==> config.mk <==
export PLATFORM = sky130hd
export DESIGN_NAME = hsd_out_stage
export DESIGN_NICKNAME = d
export VERILOG_FILES = /design/src/rtl/hsd_pkg.sv /design/src/rtl/hsd_out_stage.sv
export SDC_FILE = /design/constraint.sdc
export NUM_CORES = 1
export LEC_CHECK = 0
export ABC_CLOCK_PERIOD_IN_PS = 800
export BUFFER_PORTS_ARGS = -buffer_cell sky130_fd_sc_hd__buf_2
export CAP_MARGIN = 10
export CORE_AREA = 2 2 39 41
export CTS_CLUSTER_DIAMETER = 120
export DETAILED_ROUTE_END_ITERATION = 8
export DIE_AREA = 0 0 41 43
export GPL_TIMING_DRIVEN = 1
export PLACE_DENSITY_LB_ADDON = 0.15
export SLEW_MARGIN = 15
export SYNTH_ARGS = -nofsm -noshare
export SYNTH_HDL_FRONTEND = slang
export SYNTH_SLANG_ARGS = --single-unit
==> constraint.sdc <==
create_clock -name clk -period 0.8 [get_ports clk]
set_input_delay 0.12 -clock clk [delete_from_list [all_inputs] [get_ports clk]]
set_output_delay 0.12 -clock clk [all_outputs]
set_load 0.02 [all_outputs]
==> src/rtl/hsd_pkg.sv <==
// shared types and constants for the huffman stream decoder
package hsd_pkg;

  localparam int NODE_DEPTH_DEF  = 512;
  localparam int STACK_DEPTH_DEF = 256;

  localparam int IDX_W   = 9;
  localparam int SYM_W   = 8;
  localparam int COUNT_W = 13;
  localparam int PAD_W   = 3;
  localparam int PAD_SHIFT = 5;

  localparam logic [SYM_W-1:0] INTERNAL_MARK = 8'h2A;
  localparam logic [SYM_W-1:0] ESCAPE_MARK   = 8'h5C;

  typedef enum logic [1:0] {
    PH_HDR0 = 2'd0,
    PH_HDR1 = 2'd1,
    PH_TREE = 2'd2,
    PH_DATA = 2'd3
  } phase_t;

  typedef struct packed {
    logic             leaf;
    logic [SYM_W-1:0] sym;
    logic [IDX_W-1:0] left;
    logic [IDX_W-1:0] right;
  } node_entry_t;

  typedef struct packed {
    logic             side;
    logic [IDX_W-1:0] idx;
  } stack_entry_t;

  localparam int ENTRY_W = $bits(node_entry_t);
  localparam int STK_W   = $bits(stack_entry_t);

  typedef struct packed {
    logic             valid;
    logic [SYM_W-1:0] symbol;
    logic             last;
    logic             fault;
  } out_item_t;

  function automatic logic [IDX_W-1:0] child_of(node_entry_t e, logic b);
    return b ? e.right : e.left;
  endfunction

endpackage

==> src/rtl/hsd_out_stage.sv <==
// output register for decoded items with valid/stall handshake
module hsd_out_stage (
  input  logic              clk,
  input  logic              rst,
  input  hsd_pkg::out_item_t push,
  output logic              free,
  output logic              out_valid,
  input  logic              out_stall,
  output logic [7:0]        symbol,
  output logic              last_in_run,
  output logic              fault
);
  import hsd_pkg::*;

  assign free = !out_valid || !out_stall;

  always_ff @(posedge clk) begin
    if (rst) begin
      out_valid <= 1'b0;
    end else if (push.valid) begin
      out_valid <= 1'b1;
    end else if (!out_stall) begin
      out_valid <= 1'b0;
    end
  end

  always_ff @(posedge clk) begin
    if (push.valid) begin
      symbol      <= push.symbol;
      last_in_run <= push.last;
      fault       <= push.fault;
    end
  end

endmodule

## After elaboration in Yosys (flattened, before gate mapping)

Index checks and enable logic that the tools add are counted.

- Word-level logic and storage cells: 10
- Flip-flop bits (word level): 11
- Bits of input ports: 14

- Multiplexer cells: 2
- Eq/ne operators: 1
- Reductions and logical operators: 3

Operator list:

| operator | count |
|---|---|
| 1-bit logical NOT | 2 |
| 1-bit two-way mux | 2 |
| 2-bit inequality test (second input constant) | 1 |
| 1-bit logical OR | 1 |

## Longest topological paths before layout

Gate-level depths: netlist of run 1.

- Depth in word-level cells: 2
- Mapped depth: 2
- Mapped depth without buffers: 2

## Least setup slack after synthesis of run 1

No wires, ideal clock.

- Path type: flip-flop to output port
- Start point: reg out_valid
- End point: out free
- Setup slack: 0.056 ns
- Stages on the path, launching flop included: 2
- Data required time: 0.680 ns
- Arrival: 0.624 ns
- Cells stage by stage: dfxtp_1 nand2_1

- Word-level cells in the longest chain between the ends: 2

Ends and longest elaborated chain:

| element | line | text |
|---|---|---|
| start, declared | hsd_out_stage.sv:7 | `output logic out_valid,` |
| start signal, assigned | hsd_out_stage.sv:19 | `out_valid <= 1'b0;` |
| start signal, assigned | hsd_out_stage.sv:21 | `out_valid <= 1'b1;` |
| start signal, assigned | hsd_out_stage.sv:23 | `out_valid <= 1'b0;` |
| 1-bit logical NOT | hsd_out_stage.sv:15 | `assign free = !out_valid \|\| !out_stall;` |
| 1-bit logical OR | hsd_out_stage.sv:15 |  |
| end, declared | hsd_out_stage.sv:6 | `output logic free,` |

Every way passes these cells.

## Worst setup path after layout of run 1

Same ends and word-level chain as after synthesis.

==> results.txt, run 1 <==
The later-pin clock latency in the skew report came out at 0.26 ns. The total power is 1.24 mW. After routing the design area is 564 um^2.

The critical path's largest stage delay is 0.36 ns. The buffer depth of the longest clock path is 2. The placed instance count is 55. The count of nets left with antenna violations once routing finished came out at 0. The first global-routing pass estimated 938 um of wire. Leaving out fill and tap cells, the most frequent cells in the layout are buf_2, edfxtp_1, buf_6. Summed over all nets, the switching power comes to 0.283 mW. Timing would allow up to 1.09 GHz. Between clock sinks in the finished design, the worst skew comes to 0 ns.

The combinational cell fraction of total power came out at 14.9%. The average routed wire per standard cell came out at 10.9 um. The post-synthesis instance area is 333 um^2.

The count of unique library cells instantiated by Yosys is 5. The power density normalized to cell area came out at 2200 nW/um^2. Setup repair after global routing could not meet its margin everywhere. The fraction of synthesized cell area taken by the top area cell type is 90.2%.

The final number of max-transition violations came out at 0. The DRC marker count from the first detailed-route iteration came out at 1. For this design, the slowest cell found on the critical path is dfxtp_2. IR analysis of the VDD net gives a maximum drop of 0.942 mV. The placed cell area came out at 478 um^2.

For this run the aggregate overflow at the end of global routing stands at 0. The number of DRC violations after detailed routing is 0. The run finished, with violations left. The synthesized area divided by synthesized cell count came out at 23.8 um^2. The final reports fail on negative setup slack. The total clock sinks came out at 11. The number of H-tree branching levels is 1.

The core region is 1380 um^2. The count of buffers added on input and output ports is 25. Across all setup checks in the final design, the least slack found is -0.115 ns. At the worst endpoint, the arrival time is 0.80 ns. The die is 43 um tall. The placement row count came out at 14. Traced cell by cell, the critical path runs through nand2_2 -> buf_6. The instance count along the most critical hold path came out at 2. Cells with a size suffix above 1 make up 69.8% of the layout. In this run the worst path has a maximum fanout of 3. The synthesized netlist cell count is 14. The final critical delay including setup and external delays is 0.915 ns. The half-perimeter wire length of the detailed placement result came out at 484 um. The internal portion of the total power is 0.961 mW. Of the total power, the share spent switching nets is 22.7%. The die is 41 um wide.

The biggest area contributor in the post-synthesis netlist is edfxtp_1. The via count of the first global-routing pass came to 271. The final instance count without filler cells is 59.

The hold violation count in the final report came out at 0. The floorplan step defined a die boundary enclosing 1760 um^2. Routability-driven placement finished with a final weighted congestion of 0.536. The total of warnings raised by yosys came out at 0. The kind of cell with the highest combined delay along the critical path is flip-flops.

The average vias per placed instance came out at 3.90. After clock tree synthesis, the setup repair step added 0 buffers. The number of antenna violations at the first check in global routing is 0.

The initial cell density of the core is 24.1%. The portion of the clock cycle consumed by the worst path in the final layout came out at 114%. Entering global routing, the biggest net connects 12 pins. The total CTS buffers came out at 3. Ranked by total cell area, the synthesized netlist is headed by edfxtp_1, dfxtp_1, a21oi_1.

The data required time of the critical path came out at 0.68 ns. The I/O pin count is 26. The number of detailed-routing iterations run before antenna repair came out at 4. The area added between synthesis and finish is 69.5%. The routed layout has 230 vias. The leakage power is 0.244 nW.

OpenSTA, run right after detailed placement, puts the worst setup slack at 0.112 ns. The synthesized net count came out at 28. The library cell used most frequently in the layout, excluding fill and tap cells, is buf_2.

The clock network power share is 29.2%. The critical path depth in cells is 2. The total setup violations reported at the end of the flow is 12.

In the global route stage, overall resource usage came out at 8.30%. The kind of capture point of the worst setup path is an output pin. The critical path in this run is classified as flip-flop to output pin. The post-CTS clock slew at the launch and capture registers of the worst setup and hold paths came out at 0.07 ns.

The number of cells on the worst reg-to-reg path is 2. The worst hold-check path type is input pin to flip-flop. The antenna diode count is 0.

The worst setup path is launched from a flip-flop. The number of max-capacitance violations reported is 0. The slew at the pin closest to its max-slew limit is 0.243 ns. The proportion of synthesized chip area in sequential cells is 96.2%. The sequential cell fraction of total power came out at 55.9%.

The net count of the finished layout is 58. The remaining max-slew budget at the tightest pin is 83.8%. In this run the clock root is driven by a clkbuf_4. TritonCTS built the clock tree. For this design, the CTS-stage hold fixing added 0 buffers.

The final layout contains routed wiring with a total length of 643 um. The number of buffers and inverters on the critical path is 1. The synthesized flop and latch total came out at 11. After filler insertion, the fill cell instance count of the layout stands at 143.
sequential cells by signal, summed over array words and instances (netlist names):
register and flops:
symbol 8, fault 1, last_in_run 1, out_valid 1
layout make-up:
| type | count | area (um^2) | area share [%] |
|---|---|---|---|
| timing repair buffer | 25 | 181 | 32.2 |
| tap | 16 | 20.0 | 3.55 |
| clock buffer | 4 | 26.3 | 4.66 |
| sequential | 11 | 322 | 57.0 |
| multi-input combinational | 3 | 15.0 | 2.66 |
Yosys cell counts:
cell and instances:
nor2_1 1, edfxtp_1 10, nand2_1 1, a21oi_1 1, dfxtp_1 1
cell families (layout without fill, tap and decap cells):
family / after synthesis / in the layout / share of synthesized area [%]
AND/OR/NAND/NOR: 2 / 2 / 2.25
AO/OA/AOI/OAI: 1 / 1 / 1.50
buffers and inverters: 0 / 29 / 0
flip-flops: 11 / 11 / 96.2
final timing paths:
check / from / to / slack, ns
worst max-delay path: out_valid / free / -0.12
worst min-delay path: rst / out_valid / 0.01
worst max register to register: out_valid / out_valid / 0.19
worst min register to register: out_valid / out_valid / 0.53
through the flow:
step | utilization, % | TNS, ns | hold WS [ns]
finish | 40.8 | -1.17 | 0.0146
global route | 40.8 | -1.59 | 0.0144
CTS | 37.2 | -1.27 | 0.00785
detailed placement | 34.5 | 0 | 0.297
global placement | 34.5 | 0 | 0.277
floorplan | - | 0 | 0.192
metal layers:
layer / GRT usage (%) / up-vias / part of all wire [%]
li1: - / 112 / -
met1: 6.19 / 103 / 31
met2: 14.7 / 15 / 58
met3: 3.66 / 0 / 11
met4: 6.00 / 0 / 0
met5: 0 / - / 0
worst reg2reg max path, stage by stage, from the launching register on:
cell     delay (ns)
dfxtp_2        0.34
a21oi_1        0.12
nor2_1         0.05
power groups by stage:
| stage | Combinational, mW | Clock, mW | Sequential, mW |
|---|---|---|---|
| floorplan | 0.00686 | 0 | 0.760 |
| global placement | 0.146 | 0 | 0.697 |
| detailed placement | 0.149 | 0 | 0.698 |
| CTS | 0.155 | 0.378 | 0.688 |
| global route | 0.198 | 0.400 | 0.700 |
| finish | 0.186 | 0.363 | 0.695 |
repair_timing:
action,4_1_cts,5_1_grt
pin swaps,0,0
endpoints found under the setup margin,12,12
gates resized for setup,4,16
No activity file was read; power rests on OpenSTA's default activity.
==> run 2, diff against run 1 <==
- PLACE_DENSITY: unset -> 0.67
- PLACE_DENSITY_LB_ADDON: 0.15 -> unset
==> results.txt, run 2 (same netlist as run 1, synthesis figures left out) <==
The run finished, with violations left. The checks that failed: negative setup slack. The count of buffers added on input and output ports is 25. The post-layout utilization of the core is 40.1%.

For the pin with the worst max-slew slack, the measured transition is 0.230 ns. The register with the most flip-flops in the layout has 8 of them. The clock root buffer is clkbuf_4.

The capture endpoint of the worst hold path is symbol[4]. The power density normalized to cell area is 2240 nW/um^2. The first global-routing pass estimated 1.05 mm of wire. Data on the critical path is required at its endpoint by 0.68 ns. Based on the critical path, the design can be clocked at up to 1.07 GHz. The internal portion of total power is 0.952 mW. The maximum fanout count along the critical path came out at 3. 26 I/O pins were placed. Setup repair after global routing could not meet its margin everywhere. The total via count in the routed design came out at 248.

TritonCTS built the clock tree. The initial cell density of the core is 24.1%. The worst setup path is launched from a flip-flop. For the worst setup path, the data arrival time is 0.81 ns. Entering global routing, the biggest net connects 12 pins. Measured along the y axis, the die boundary spans 43 um.

The switching part of the total power came out at 23.4%. The instance count along the most critical hold path came out at 1. The initialized floorplan defines 14 standard-cell rows. In the finished design, the share of the clock period the worst path needs comes to 117%. Max-cap violations in this run came to 0. The die footprint came out at 1760 um^2. The detail route stage leaves a number of antenna-violating nets equal to 0.

Setup violations remaining at the end of the flow were counted as 12. VDD sags by at most 0.864 mV. Clock-pin slew was measured on the worst setup and hold paths at 0.07 ns. The worst reg2reg path startpoint is out_valid. The worst register-to-register path has a depth of 2. The clock network power share came out at 30.0%. The remaining max-slew budget at the tightest pin is 84.7%. For this run, design rule violations remaining after detail routing come to 0. By startpoint and endpoint, the worst setup path is classified as flip-flop to output pin. The sequential cell fraction of total power is 55.8%. The final clock skew came out at 0 ns. The worst setup slack after layout is -0.133 ns. The die outline width is 41 um. The leakage power came out at 0.242 nW. Global routing finished with a remaining overflow of 0.

The overall routed net length came out at 740 um. The first routing iteration left 4 violations. The average vias per placed instance came out at 4.13. More flip-flops sit in one register than any other, and that register is symbol. The hold violation count in the final report was 0. The repair_antennas step left the layout with diodes totalling 0.

The fraction of final layout cells sized beyond drive strength 1 is 68.2%. The number of buffers inserted by post-CTS setup repair came out at 0. The endpoint of the most critical register-to-register path is out_valid.

The tightest min-delay check is of the input pin to flip-flop type. The combinational cell fraction of total power came out at 14.2%. The total power is 1.24 mW. The library cell used most frequently in the layout, excluding fill and tap cells, is buf_2. The number of H-tree branching levels came out at 1. The worst setup path is captured at an output pin.

The buffer depth of the longest clock path came out at 2. The first TritonRoute pass finished after 2 iterations. Leaving out fill and tap cells, the most frequent cells in the layout are buf_2, edfxtp_1, buf_6. The number of antenna violations at the first check in global routing was 0.

The via count of the first global-routing pass is 224. The all-layer global routing usage came out at 10.5%. The net load switching power came out at 0.292 mW. The later-pin clock latency in the skew report came out at 0.27 ns. The net count of the finished layout is 59. The placeable core region is 1380 um^2. The final critical delay including setup and external delays came out at 0.933 ns.

In this run the most critical hold path is launched from push[6]. The area added between synthesis and finish is 66.9%. The half-perimeter wire length of the detailed placement result is 548 um.

The worst setup slack for register-to-register paths came out at 0.19 ns. In the final routed layout, each cell accounts on average for 12.3 um. The final number of max-transition violations is 0. The total CTS buffers came out at 3. Counting every sink on the clock net gives 11. The global placer's final weighted congestion is 0.696.
==> run 2: per-stage QoR <==
| stage | instances | instance area (um^2) | setup WS (ns) | hold slack (ns) | TNS [ns] |
|---|---|---|---|---|---|
| 4_1_cts | 60 | 531 | -0.154 | 0.0176 | -1.46 |
| 2_1_floorplan | 14 | 333 | 0.0560 | 0.192 | 0 |
| 3_5_place_dp | 55 | 478 | 0.128 | 0.282 | 0 |
| 6_report | 60 | 556 | -0.133 | 0.0205 | -1.36 |
| 5_1_grt | 60 | 556 | -0.177 | 0.00212 | -1.85 |
| 3_3_place_gp | 55 | 478 | 0.132 | 0.277 | 0 |
==> run 2: power by group through the flow <==
stage	clock network [mW]	logic [mW]	registers, mW
global route	0.434	0.190	0.697
floorplan	0	0.00686	0.760
CTS	0.385	0.161	0.691
global placement	0	0.147	0.700
detailed placement	0	0.149	0.701
finish	0.373	0.177	0.694
==> run 2: worst max-delay path: stages, from the launching register on <==
cell and delay [ns]:
dfxtp_2 0.36, nand2_2 0.06, buf_6 0.12
==> run 2: cell type report <==
class / count / area (um^2)
tap: 16 / 20.0
clock buffer: 4 / 26.3
timing repair buffer: 26 / 173
multi-input combinational: 3 / 15.0
sequential: 11 / 322
fill: 126 / 828
==> run 2: worst max-delay path by stage <==
stage	to	startpoint	slack [ns]
floorplan	free	out_valid	0.06
global placement	symbol[0]	push[10]	0.13
detailed placement	symbol[0]	push[10]	0.13
CTS	symbol[6]	symbol[6]	-0.15
global route	symbol[5]	symbol[5]	-0.18
finish	free	out_valid	-0.13
==> run 2: layer usage <==
metal	part of all wire [%]	wire length, um	up-vias	global-route usage [%]
met4	3.8	28	0	10.0
li1	-	-	113	-
met1	38	279	102	10.0
met3	19	142	5	8.38
met5	0	0	-	0
met2	39	289	28	13.1
==> run 2: timing repair <==
| action | in CTS | in global routing |
|---|---|---|
| pin swaps | 0 | 0 |
| gates resized for setup | 6 | 8 |
| hold buffers | 1 | 0 |
| setup endpoints to repair | 12 | 12 |
| endpoints found under the hold margin | 1 | 0 |
