==> config.mk <==
export PLATFORM = sky130hd
export DESIGN_NAME = hsd_ram
export DESIGN_NICKNAME = d
export VERILOG_FILES = /design/src/rtl/hsd_ram.sv
export SDC_FILE = /design/constraint.sdc
export NUM_CORES = 1
export LEC_CHECK = 0
export BUFFER_PORTS_ARGS = -buffer_cell sky130_fd_sc_hd__buf_4
export CELL_PAD_IN_SITES_DETAIL_PLACEMENT = 0
export CELL_PAD_IN_SITES_GLOBAL_PLACEMENT = 1
export CORE_MARGIN = 3
export CORE_UTILIZATION = 25
export DETAILED_ROUTE_END_ITERATION = 16
export PLACE_DENSITY = 0.49
export SETUP_SLACK_MARGIN = 0.4
export SLEW_MARGIN = 10
export SYNTH_ARGS = -nofsm -noshare
export SYNTH_HDL_FRONTEND = slang
export SYNTH_SLANG_ARGS = --single-unit
==> constraint.sdc <==
create_clock -name clk -period 1.2 [get_ports clk]
set_input_delay 0.12 -clock clk [delete_from_list [all_inputs] [get_ports clk]]
set_output_delay 0.12 -clock clk [all_outputs]
set_load 0.05 [all_outputs]
==> src/rtl/hsd_ram.sv <==
// single-port-write, single-port-read synchronous ram with registered read data
module hsd_ram #(
  parameter int W     = 8,
  parameter int DEPTH = 4
) (
  input  logic                       clk,
  input  logic                       rd_en,
  input  logic [$clog2(DEPTH)-1:0]   rd_addr,
  output logic [W-1:0]               rd_data,
  input  logic                       wr_en,
  input  logic [$clog2(DEPTH)-1:0]   wr_addr,
  input  logic [W-1:0]               wr_data
);

  logic [W-1:0] mem [DEPTH];

  always_ff @(posedge clk) begin
    if (wr_en) begin
      mem[wr_addr] <= wr_data;
    end
  end

  always_ff @(posedge clk) begin
    if (rd_en) begin
      rd_data <= mem[rd_addr];
    end
  end

endmodule

---- Word level (Yosys, flattened, before mapping) ----
Memories as Yosys holds them, arrays and structs flattened. A register that Yosys moved wholly into a read port is not among the register bits.
Cells that the tools add are included.
storage, ports and cells
  register bits after elaboration ......... 0
  bits in writable memories ............... 32
  input bits .............................. 15
  output and inout bits ................... 8
  word-level logic and storage cells ...... 3
  memories ................................ 1
operators by class
  mux-type cells .......................... 2
memories
  memory  words  bits a word  read ports  clocked after memory_dff  wr ports  line  source
  mem     4      8            1           1                         1         15    logic [W-1:0] mem [DEPTH];
operators by type and width
  operator  number
  $mux 1    2

---- Longest topological paths before layout ----
Gate-level depths: netlist of the first run.
  word-level depth ........................ 2
  mapped depth ............................ 2
  gate-level depth less buffers ........... 1

---- Worst setup path after synthesis of the first run ----
No wires, ideal clock.
  path kind ............................... input port to flip-flop
  start point ............................. input wr_addr[0]
  end point ............................... memory mem[0][0] (enable)
  library setup time ...................... 385 ps
  data arrival time ....................... 799 ps
  data required time ...................... 815 ps
  slack ................................... 16 ps
  cell stages on the path ................. 1
  buffers on the path ..................... 0
  path through ............................ nor3b_1
RTL lines
  what             line  source
  start, declared  11    input logic [$clog2(DEPTH)-1:0] wr_addr,
  end, declared    15
Straight into the memory's write port.

---- Worst setup path in the final report of the first run ----
  start point ............................. memory mem[2][5]
  end point ............................... register rd_data[5] (read register of mem) (data pin)
RTL lines
  what           line  source
  end, declared  9     output logic [W-1:0] rd_data,
No word-level cell between the ends.

==> report_table.html, run 1 <==
<table>
<tr><th>Metric</th><th>Value</th></tr>
<tr><th colspan="2">Outcome</th></tr>
<tr><td>Result of the run</td><td>complete, no violations</td></tr>
<tr><th colspan="2">Drt</th></tr>
<tr><td>Post-DR vias/cell</td><td>4.156</td></tr>
<tr><td>Routed wire length</td><td>2487 um</td></tr>
<tr><td>Total via count in the routed design</td><td>640</td></tr>
<tr><td>Number of search-and-repair iterations in the first detailed-routing pass</td><td>4</td></tr>
<tr><td>Number of remaining DRC errors</td><td>0</td></tr>
<tr><td>Iteration-0 DRC Markers</td><td>42</td></tr>
<tr><td>Wire length per cell after detailed routing</td><td>16.15 um</td></tr>
<tr><td>ANT nets after route</td><td>0</td></tr>
<tr><th colspan="2">Worst setup path</th></tr>
<tr><td>Required time of the worst setup path</td><td>1220 ps</td></tr>
<tr><td>Max FO, Critical Path</td><td>1</td></tr>
<tr><td>Timing startpoint of the critical path</td><td>mem[2][5]</td></tr>
<tr><td>Worst EP arrival</td><td>1130 ps</td></tr>
<tr><td>Critical-path cell with the highest stage delay</td><td>mux4_2</td></tr>
<tr><td>Stage delay of the slowest cell on the critical path</td><td>460 ps</td></tr>
<tr><td>Nature of the critical path startpoint</td><td>flip-flop</td></tr>
<tr><td>Critical path buffers and inverters</td><td>0</td></tr>
<tr><td>Crit-path leading delay family</td><td>multiplexers</td></tr>
<tr><td>Critical Path End Type</td><td>flip-flop</td></tr>
<tr><td>Crit path cell chain</td><td>mux4_2</td></tr>
<tr><td>Startpoint of the lowest-slack register-to-register path</td><td>mem[2][5]</td></tr>
<tr><td>Kind of critical path</td><td>reg2reg</td></tr>
<tr><th colspan="2">Yosys</th></tr>
<tr><td>Post-Synth XOR/XNOR Area</td><td>0%</td></tr>
<tr><td>Net count after synthesis</td><td>69</td></tr>
<tr><td>Unique cell type count in the Yosys netlist</td><td>7</td></tr>
<tr><td>Cell type contributing the most total cell area after synthesis</td><td>edfxtp_1</td></tr>
<tr><td>YS warnings</td><td>0</td></tr>
<tr><td>Mean post-synth cell area</td><td>26.46 um2</td></tr>
<tr><td>Combined area of all synthesized cells</td><td>1429 um2</td></tr>
<tr><td>Post-synthesis compound-gate area fraction</td><td>0%</td></tr>
<tr><td>Cell count after synthesis</td><td>54</td></tr>
<tr><td>Basic-gate share of the synthesized area counting and, or, nand and nor cells</td><td>2.189%</td></tr>
<tr><td>Share of synthesized area spent on multiplexers</td><td>12.61%</td></tr>
<tr><td>Yosys top cell area share</td><td>84.06%</td></tr>
<tr><td>Sequential area share after synthesis</td><td>84.06%</td></tr>
<tr><td>Number of synthesized register bits</td><td>40</td></tr>
<tr><td>Top cells by area in the synthesized netlist</td><td>edfxtp_1, mux4_2, and3b_1, buf_6, nor3b_1</td></tr>
<tr><td>Share of synthesized cell area in full adder, half adder and majority cells</td><td>0%</td></tr>
<tr><td>Dominant combinational cell family by area after synthesis</td><td>multiplexers</td></tr>
<tr><th colspan="2">Min path</th></tr>
<tr><td>Worst min-delay path startpoint</td><td>wr_data[7]</td></tr>
<tr><td>Min-delay worst type</td><td>in2reg</td></tr>
<tr><th colspan="2">Floorplanning</th></tr>
<tr><td>Row count</td><td>26</td></tr>
<tr><td>Full die area</td><td>6659 um2</td></tr>
<tr><td>Initial Util</td><td>26.95%</td></tr>
<tr><td>Number of I/O pins</td><td>23</td></tr>
<tr><td>CORE AREA</td><td>5303 um2</td></tr>
<tr><td>Chip Width</td><td>81.60 um</td></tr>
<tr><td>Die H</td><td>81.60 um</td></tr>
<tr><th colspan="2">STA</th></tr>
<tr><td>Highest clock rate</td><td>0.9063 GHz</td></tr>
<tr><td>Period minus WS final</td><td>1103 ps</td></tr>
<tr><td>Measured slew at the worst slew-check pin</td><td>263.8 ps</td></tr>
<tr><td>Pins Over Slew Limit</td><td>0</td></tr>
<tr><td>Final Worst Setup Slack</td><td>96.60 ps</td></tr>
<tr><td>Post-route setup TNS</td><td>0 ps</td></tr>
<tr><td>Worst hold slack after final layout</td><td>30.90 ps</td></tr>
<tr><td>Worst clock skew on the final layout</td><td>6.166 ps</td></tr>
<tr><td>Total count of hold-check failures in the final report</td><td>0</td></tr>
<tr><td>Unrepaired setup endpoints after global routing</td><td>true</td></tr>
<tr><td>Worst max-slew margin expressed relative to the limit</td><td>82.41%</td></tr>
<tr><td>Total setup violations reported at the end of the flow</td><td>0</td></tr>
<tr><td>Share of the clock period used by the worst path after layout</td><td>91.95%</td></tr>
<tr><th colspan="2">CTS</th></tr>
<tr><td>Setup bufs post-CTS</td><td>0</td></tr>
<tr><td>Clk Latency, worst-skew pair</td><td>290 ps</td></tr>
<tr><td>H-tree depth</td><td>2</td></tr>
<tr><td>Count of hold buffers inserted by post-cts repair</td><td>0</td></tr>
<tr><td>Number of buffers added by the clock tree synthesis step</td><td>5</td></tr>
<tr><td>Root buffer cell</td><td>clkbuf_8</td></tr>
<tr><td>Number of buffers on the longest clock path</td><td>2</td></tr>
<tr><td>CTS tree</td><td>done</td></tr>
<tr><td>Clock transition at path regs</td><td>80 ps</td></tr>
<tr><td>Num Clock Sinks</td><td>40</td></tr>
<tr><td>Number of gates given a new drive strength after cts</td><td>8</td></tr>
<tr><th colspan="2">Flow run</th></tr>
<tr><td>Number of max-capacitance violations reported</td><td>0</td></tr>
<tr><th colspan="2">Cells and area</th></tr>
<tr><td>Number of antenna diodes</td><td>0</td></tr>
<tr><td>Fraction of layout instances using a drive strength above 1</td><td>50.00%</td></tr>
<tr><td>Number of inserted filler cells in the final layout</td><td>508</td></tr>
<tr><td>Synth-to-layout area growth</td><td>29.07%</td></tr>
<tr><td>Count of nets after finishing</td><td>98</td></tr>
<tr><td>Share of the core filled with cells</td><td>34.78%</td></tr>
<tr><th colspan="2">Global routing</th></tr>
<tr><td>Maximum number of pins on one net before global-route repair</td><td>13</td></tr>
<tr><td>Global-route total usage across every layer</td><td>8.832%</td></tr>
<tr><td>Total congestion overflow</td><td>0</td></tr>
<tr><td>Initial antenna violation count</td><td>0</td></tr>
<tr><td>Global-route wire length before repair</td><td>4071 um</td></tr>
<tr><td>Via count of the first global-routing pass</td><td>750</td></tr>
<tr><th colspan="2">Power and ir drop</th></tr>
<tr><td>Leakage dissipation</td><td>0.0006325 uW</td></tr>
<tr><td>Largest voltage drop on the vdd net</td><td>436.9 uV</td></tr>
<tr><td>Power per cell area</td><td>1604 nW/um2</td></tr>
<tr><th colspan="2">Placed design</th></tr>
<tr><td>Global placer's final weighted congestion</td><td>0.6342</td></tr>
<tr><td>Worst setup slack after placement</td><td>68.90 ps</td></tr>
<tr><td>Quantity of I/O buffers inserted on ports</td><td>22</td></tr>
</table>
==> logic make-up (layout without fill, tap and decap cells) <==
family                 count (synthesis)  count (layout)
buffers and inverters                  2              32
muxes                                  8               8
DFF                                   40              40
and+or+nand+nor                        4               4
==> synth_stat cells <==
cell      instances
and3_1            1
edfxtp_1         40
clkbuf_2          1
nor3b_1           1
buf_6             1
mux4_2            8
and3b_1           2
==> where the power goes <==
| group | internal [uW] | switching [uW] | total [uW] |
|---|---|---|---|
| logic | 119 | 147 | 266 |
| registers | 1620 | 21.0 | 1640 |
| clock network | 617 | 432 | 1050 |
==> metrics by stage <==
stage                     cells  power (uW)  area, um2
after floorplan              54        1816       1443
after global placement      146        1925       1707
after detailed placement    146        1934       1707
after CTS                   154        3005       1844
after global routing        154        3091       1844
final                       154        2959       1844
==> flip-flops by register name (all words and copies together), names as in the netlist <==
signal,cells
mem,32
rd_data,8
==> area by class of cell <==
class                      instances  area, um2  area share [%]
clock buffer                       6      72.57           3.935
timing repair buffer              24      222.7           12.08
tap                               70      87.58           4.749
clock inverter                     2      35.03           1.900
sequential                        40       1201           65.13
multi-input combinational         12      225.2           12.21
==> metal layers <==
metal,vias to the layer above,GRT usage [%],share of wire [%]
met4,0,3.488,0.36
met1,335,10.44,42
met5,-,0,0
met3,2,4.605,6.3
li1,285,-,-
met2,18,13.60,52
==> final timing paths <==
kind,endpoint,slack [ps],depth (start not counted)
max reg2reg,rd_data[5],100,1
min reg2reg,rd_data[2],630,1
min,mem[1][7],30,1
max,rd_data[5],100,1
==> cell usage in the layout (no fill, tap or decap) <==
cell type / count
buf_4: 15
clkinv_2: 1
bufinv_16: 1
and3_1: 1
clkbuf_1: 1
clkbuf_8: 5
buf_12: 1
and3b_2: 2
nor3b_4: 1
edfxtp_1: 40
mux4_2: 8
buf_6: 8
Note: power is estimated with default switching activity, not from simulation.
==> run 2: changes to the inputs <==
--- a/config.mk
+++ b/config.mk
@@ -6,12 +6,13 @@
 export NUM_CORES = 1
 export LEC_CHECK = 0
 export BUFFER_PORTS_ARGS = -buffer_cell sky130_fd_sc_hd__buf_4
-export CELL_PAD_IN_SITES_DETAIL_PLACEMENT = 0
+export CAP_MARGIN = 25
+export CELL_PAD_IN_SITES_DETAIL_PLACEMENT = 1
 export CELL_PAD_IN_SITES_GLOBAL_PLACEMENT = 1
 export CORE_MARGIN = 3
 export CORE_UTILIZATION = 25
 export DETAILED_ROUTE_END_ITERATION = 16
-export PLACE_DENSITY = 0.49
+export PLACE_DENSITY = 0.48
 export SETUP_SLACK_MARGIN = 0.4
 export SLEW_MARGIN = 10
 export SYNTH_ARGS = -nofsm -noshare
==> constraint.sdc (replaced) <==
create_clock -name clk -period 1.4 [get_ports clk]
set_input_delay 0.14 -clock clk [delete_from_list [all_inputs] [get_ports clk]]
set_output_delay 0.14 -clock clk [all_outputs]
set_load 0.05 [all_outputs]
==> run 2 against run 1 <==
Effect of this change:
- routed wire length down 1.4%
- largest cell class unchanged
- non-clock buffer count up 1
- clock skew down 1.7 ps
- highest routed layer unchanged
- final area down 2.4%
==> report_table.html, run 2 (synthesized netlist as in run 1, its figures left out) <==
<table>
<tr><th>Metric</th><th>Value</th></tr>
<tr><th colspan="2">Worst setup path</th></tr>
<tr><td>Stage delay of the slowest cell on the critical path</td><td>460 ps (about the same)</td></tr>
<tr><td>Required time of the worst setup path</td><td>1430 ps (+210 ps)</td></tr>
<tr><td>Max FO, Critical Path</td><td>1 (unchanged)</td></tr>
<tr><td>Critical-path cell with the highest stage delay</td><td>mux4_2</td></tr>
<tr><td>Crit path cell chain</td><td>mux4_2</td></tr>
<tr><td>Worst EP arrival</td><td>1120 ps (about the same)</td></tr>
<tr><td>Nature of the critical path startpoint</td><td>flip-flop</td></tr>
<tr><td>Critical path buffers and inverters</td><td>0 (unchanged)</td></tr>
<tr><td>Crit-path leading delay family</td><td>multiplexers</td></tr>
<tr><td>Critical Path End Type</td><td>flip-flop</td></tr>
<tr><td>Kind of critical path</td><td>reg2reg</td></tr>
<tr><th colspan="2">CTS</th></tr>
<tr><td>Num Clock Sinks</td><td>40 (unchanged)</td></tr>
<tr><td>Clk Latency, worst-skew pair</td><td>290 ps (about the same)</td></tr>
<tr><td>Clock transition at path regs</td><td>70 ps (about the same)</td></tr>
<tr><td>H-tree depth</td><td>2 (unchanged)</td></tr>
<tr><td>Number of buffers on the longest clock path</td><td>2 (unchanged)</td></tr>
<tr><td>CTS tree</td><td>done</td></tr>
<tr><td>Count of hold buffers inserted by post-cts repair</td><td>0 (unchanged)</td></tr>
<tr><td>Number of buffers added by the clock tree synthesis step</td><td>5 (unchanged)</td></tr>
<tr><td>Root buffer cell</td><td>clkbuf_8</td></tr>
<tr><th colspan="2">Drt</th></tr>
<tr><td>ANT nets after route</td><td>0 (unchanged)</td></tr>
<tr><td>Number of search-and-repair iterations in the first detailed-routing pass</td><td>3 (-1)</td></tr>
<tr><td>Routed wire length</td><td>2453 um (-1.4%)</td></tr>
<tr><td>Number of remaining DRC errors</td><td>0 (unchanged)</td></tr>
<tr><td>Post-DR vias/cell</td><td>4.195 (+0.94%)</td></tr>
<tr><td>Total via count in the routed design</td><td>646 (+0.94%)</td></tr>
<tr><td>Wire length per cell after detailed routing</td><td>15.93 um (-1.4%)</td></tr>
<tr><td>Iteration-0 DRC Markers</td><td>54 (+29%)</td></tr>
<tr><th colspan="2">Power and ir drop</th></tr>
<tr><td>Largest voltage drop on the vdd net</td><td>426.7 uV (-2.3%)</td></tr>
<tr><td>Leakage dissipation</td><td>0.0006186 uW (-2.2%)</td></tr>
<tr><td>Power per cell area</td><td>1299 nW/um2 (-19%)</td></tr>
<tr><td>Total chip power</td><td>2339 uW (-21%)</td></tr>
<tr><th colspan="2">Placed design</th></tr>
<tr><td>Global placer's final weighted congestion</td><td>0.6343 (about the same)</td></tr>
<tr><td>Quantity of I/O buffers inserted on ports</td><td>22 (unchanged)</td></tr>
<tr><th colspan="2">Floorplanning</th></tr>
<tr><td>CORE AREA</td><td>5303 um2 (unchanged)</td></tr>
<tr><td>Die H</td><td>81.60 um (unchanged)</td></tr>
<tr><td>Full die area</td><td>6659 um2 (unchanged)</td></tr>
<tr><td>Initial Util</td><td>26.95% (unchanged)</td></tr>
<tr><td>Number of I/O pins</td><td>23 (unchanged)</td></tr>
<tr><td>Chip Width</td><td>81.60 um (unchanged)</td></tr>
<tr><td>Row count</td><td>26 (unchanged)</td></tr>
<tr><th colspan="2">Cells and area</th></tr>
<tr><td>Register bank with the most flops</td><td>mem</td></tr>
<tr><td>Max FFs per register</td><td>32 (unchanged)</td></tr>
<tr><td>Fraction of layout instances using a drive strength above 1</td><td>47.62% (-2.4 points)</td></tr>
<tr><td>Most frequent cells in the layout</td><td>edfxtp_1, buf_4, mux4_2, buf_6, clkbuf_8</td></tr>
<tr><td>Synth-to-layout area growth</td><td>26.01%</td></tr>
<tr><td>Largest registers</td><td>mem x32, rd_data x8</td></tr>
<tr><td>Count of nets after finishing</td><td>99 (+1.0%)</td></tr>
<tr><td>Number of inserted filler cells in the final layout</td><td>533 (+4.9%)</td></tr>
<tr><td>Number of antenna diodes</td><td>0 (unchanged)</td></tr>
<tr><td>Most common library cell in the layout ignoring fill and taps</td><td>edfxtp_1</td></tr>
<tr><th colspan="2">STA</th></tr>
<tr><td>Post-route setup TNS</td><td>0 ps (unchanged)</td></tr>
<tr><td>Total count of hold-check failures in the final report</td><td>0 (unchanged)</td></tr>
<tr><td>Total setup violations reported at the end of the flow</td><td>0 (unchanged)</td></tr>
<tr><td>Measured slew at the worst slew-check pin</td><td>436.1 ps (+172.3 ps)</td></tr>
<tr><td>Pins Over Slew Limit</td><td>0 (unchanged)</td></tr>
<tr><td>Period minus WS final</td><td>1091 ps (-12.32 ps)</td></tr>
<tr><td>Share of the clock period used by the worst path after layout</td><td>77.93% (-14 points)</td></tr>
<tr><td>Worst max-slew margin expressed relative to the limit</td><td>70.93% (-11 points)</td></tr>
<tr><td>Highest clock rate</td><td>0.9165 GHz (+1.1%)</td></tr>
<tr><td>Unrepaired setup endpoints after global routing</td><td>true</td></tr>
<tr><td>Worst clock skew on the final layout</td><td>4.481 ps (-1.685 ps)</td></tr>
<tr><th colspan="2">Global routing</th></tr>
<tr><td>Global-route wire length before repair</td><td>3808 um (-6.5%)</td></tr>
<tr><td>Global-route total usage across every layer</td><td>8.398% (-0.43 points)</td></tr>
<tr><td>Via count of the first global-routing pass</td><td>727 (-3.1%)</td></tr>
<tr><td>Maximum number of pins on one net before global-route repair</td><td>12 (-1)</td></tr>
<tr><td>Initial antenna violation count</td><td>0 (unchanged)</td></tr>
<tr><td>Total congestion overflow</td><td>0 (unchanged)</td></tr>
<tr><th colspan="2">Min path</th></tr>
<tr><td>Min-delay worst type</td><td>in2reg</td></tr>
<tr><th colspan="2">Flow run</th></tr>
<tr><td>Number of max-capacitance violations reported</td><td>0 (unchanged)</td></tr>
<tr><th colspan="2">Outcome</th></tr>
<tr><td>Result of the run</td><td>complete, no violations</td></tr>
</table>
## run 2: report_power, final
part | internal, uW | leakage [uW] | switching, uW
logic | 99.0 | 0.000205 | 123
clock network | 339 | 0.0000410 | 369
registers | 1390 | 0.000372 | 17.5
total | 1830 | 0.000619 | 510
## run 2: through the flow
stage	util [%]	setup slack (ps)	cells	hold WS [ps]	cell area [um2]
after floorplan	-	353.2	54	238.9	1434
after global placement	31.93	264.2	147	340.6	1693
after detailed placement	31.93	256.5	147	347.4	1693
after CTS	33.95	303.9	154	38.04	1800
after global routing	33.95	290.1	154	35.97	1800
final	33.95	308.9	154	50.16	1800
## run 2: path summary, 6_finish.rpt
check             start          to  slack [ps]  cells after the start
max reg2reg   mem[3][6]  rd_data[6]         310                      1
min          wr_data[0]   mem[2][0]          50                      1
min reg2reg   mem[2][4]  rd_data[4]         630                      1
max           mem[3][6]  rd_data[6]         310                      1
## run 2: repair_timing
action                                 4_1_cts  5_1_grt
setup endpoints to repair                   16       16
pin swaps                                    0        0
endpoints found under the hold margin        0        0
setup buffers                                0        0
gates resized for setup                      8        0
## run 2: final cells by class
type                            count  area, um2  share of cell area [%]
Clock buffer                        6      72.57                   4.031
Tap cell                           70      87.58                   4.864
Clock inverter                      1      5.005                  0.2780
Sequential cell                    40       1201                   66.71
Multi-Input combinational cell     12      216.5                   12.02
Timing Repair Buffer               25      217.7                   12.09
## run 2: per-layer routing
metal | part of all wire (%) | vias up | global-route usage, %
li1 | - | 287 | -
met1 | 36 | 336 | 7.997
met2 | 57 | 17 | 15.15
met3 | 5.3 | 6 | 3.618
met4 | 1.7 | 0 | 4.485
met5 | 0 | - | 0
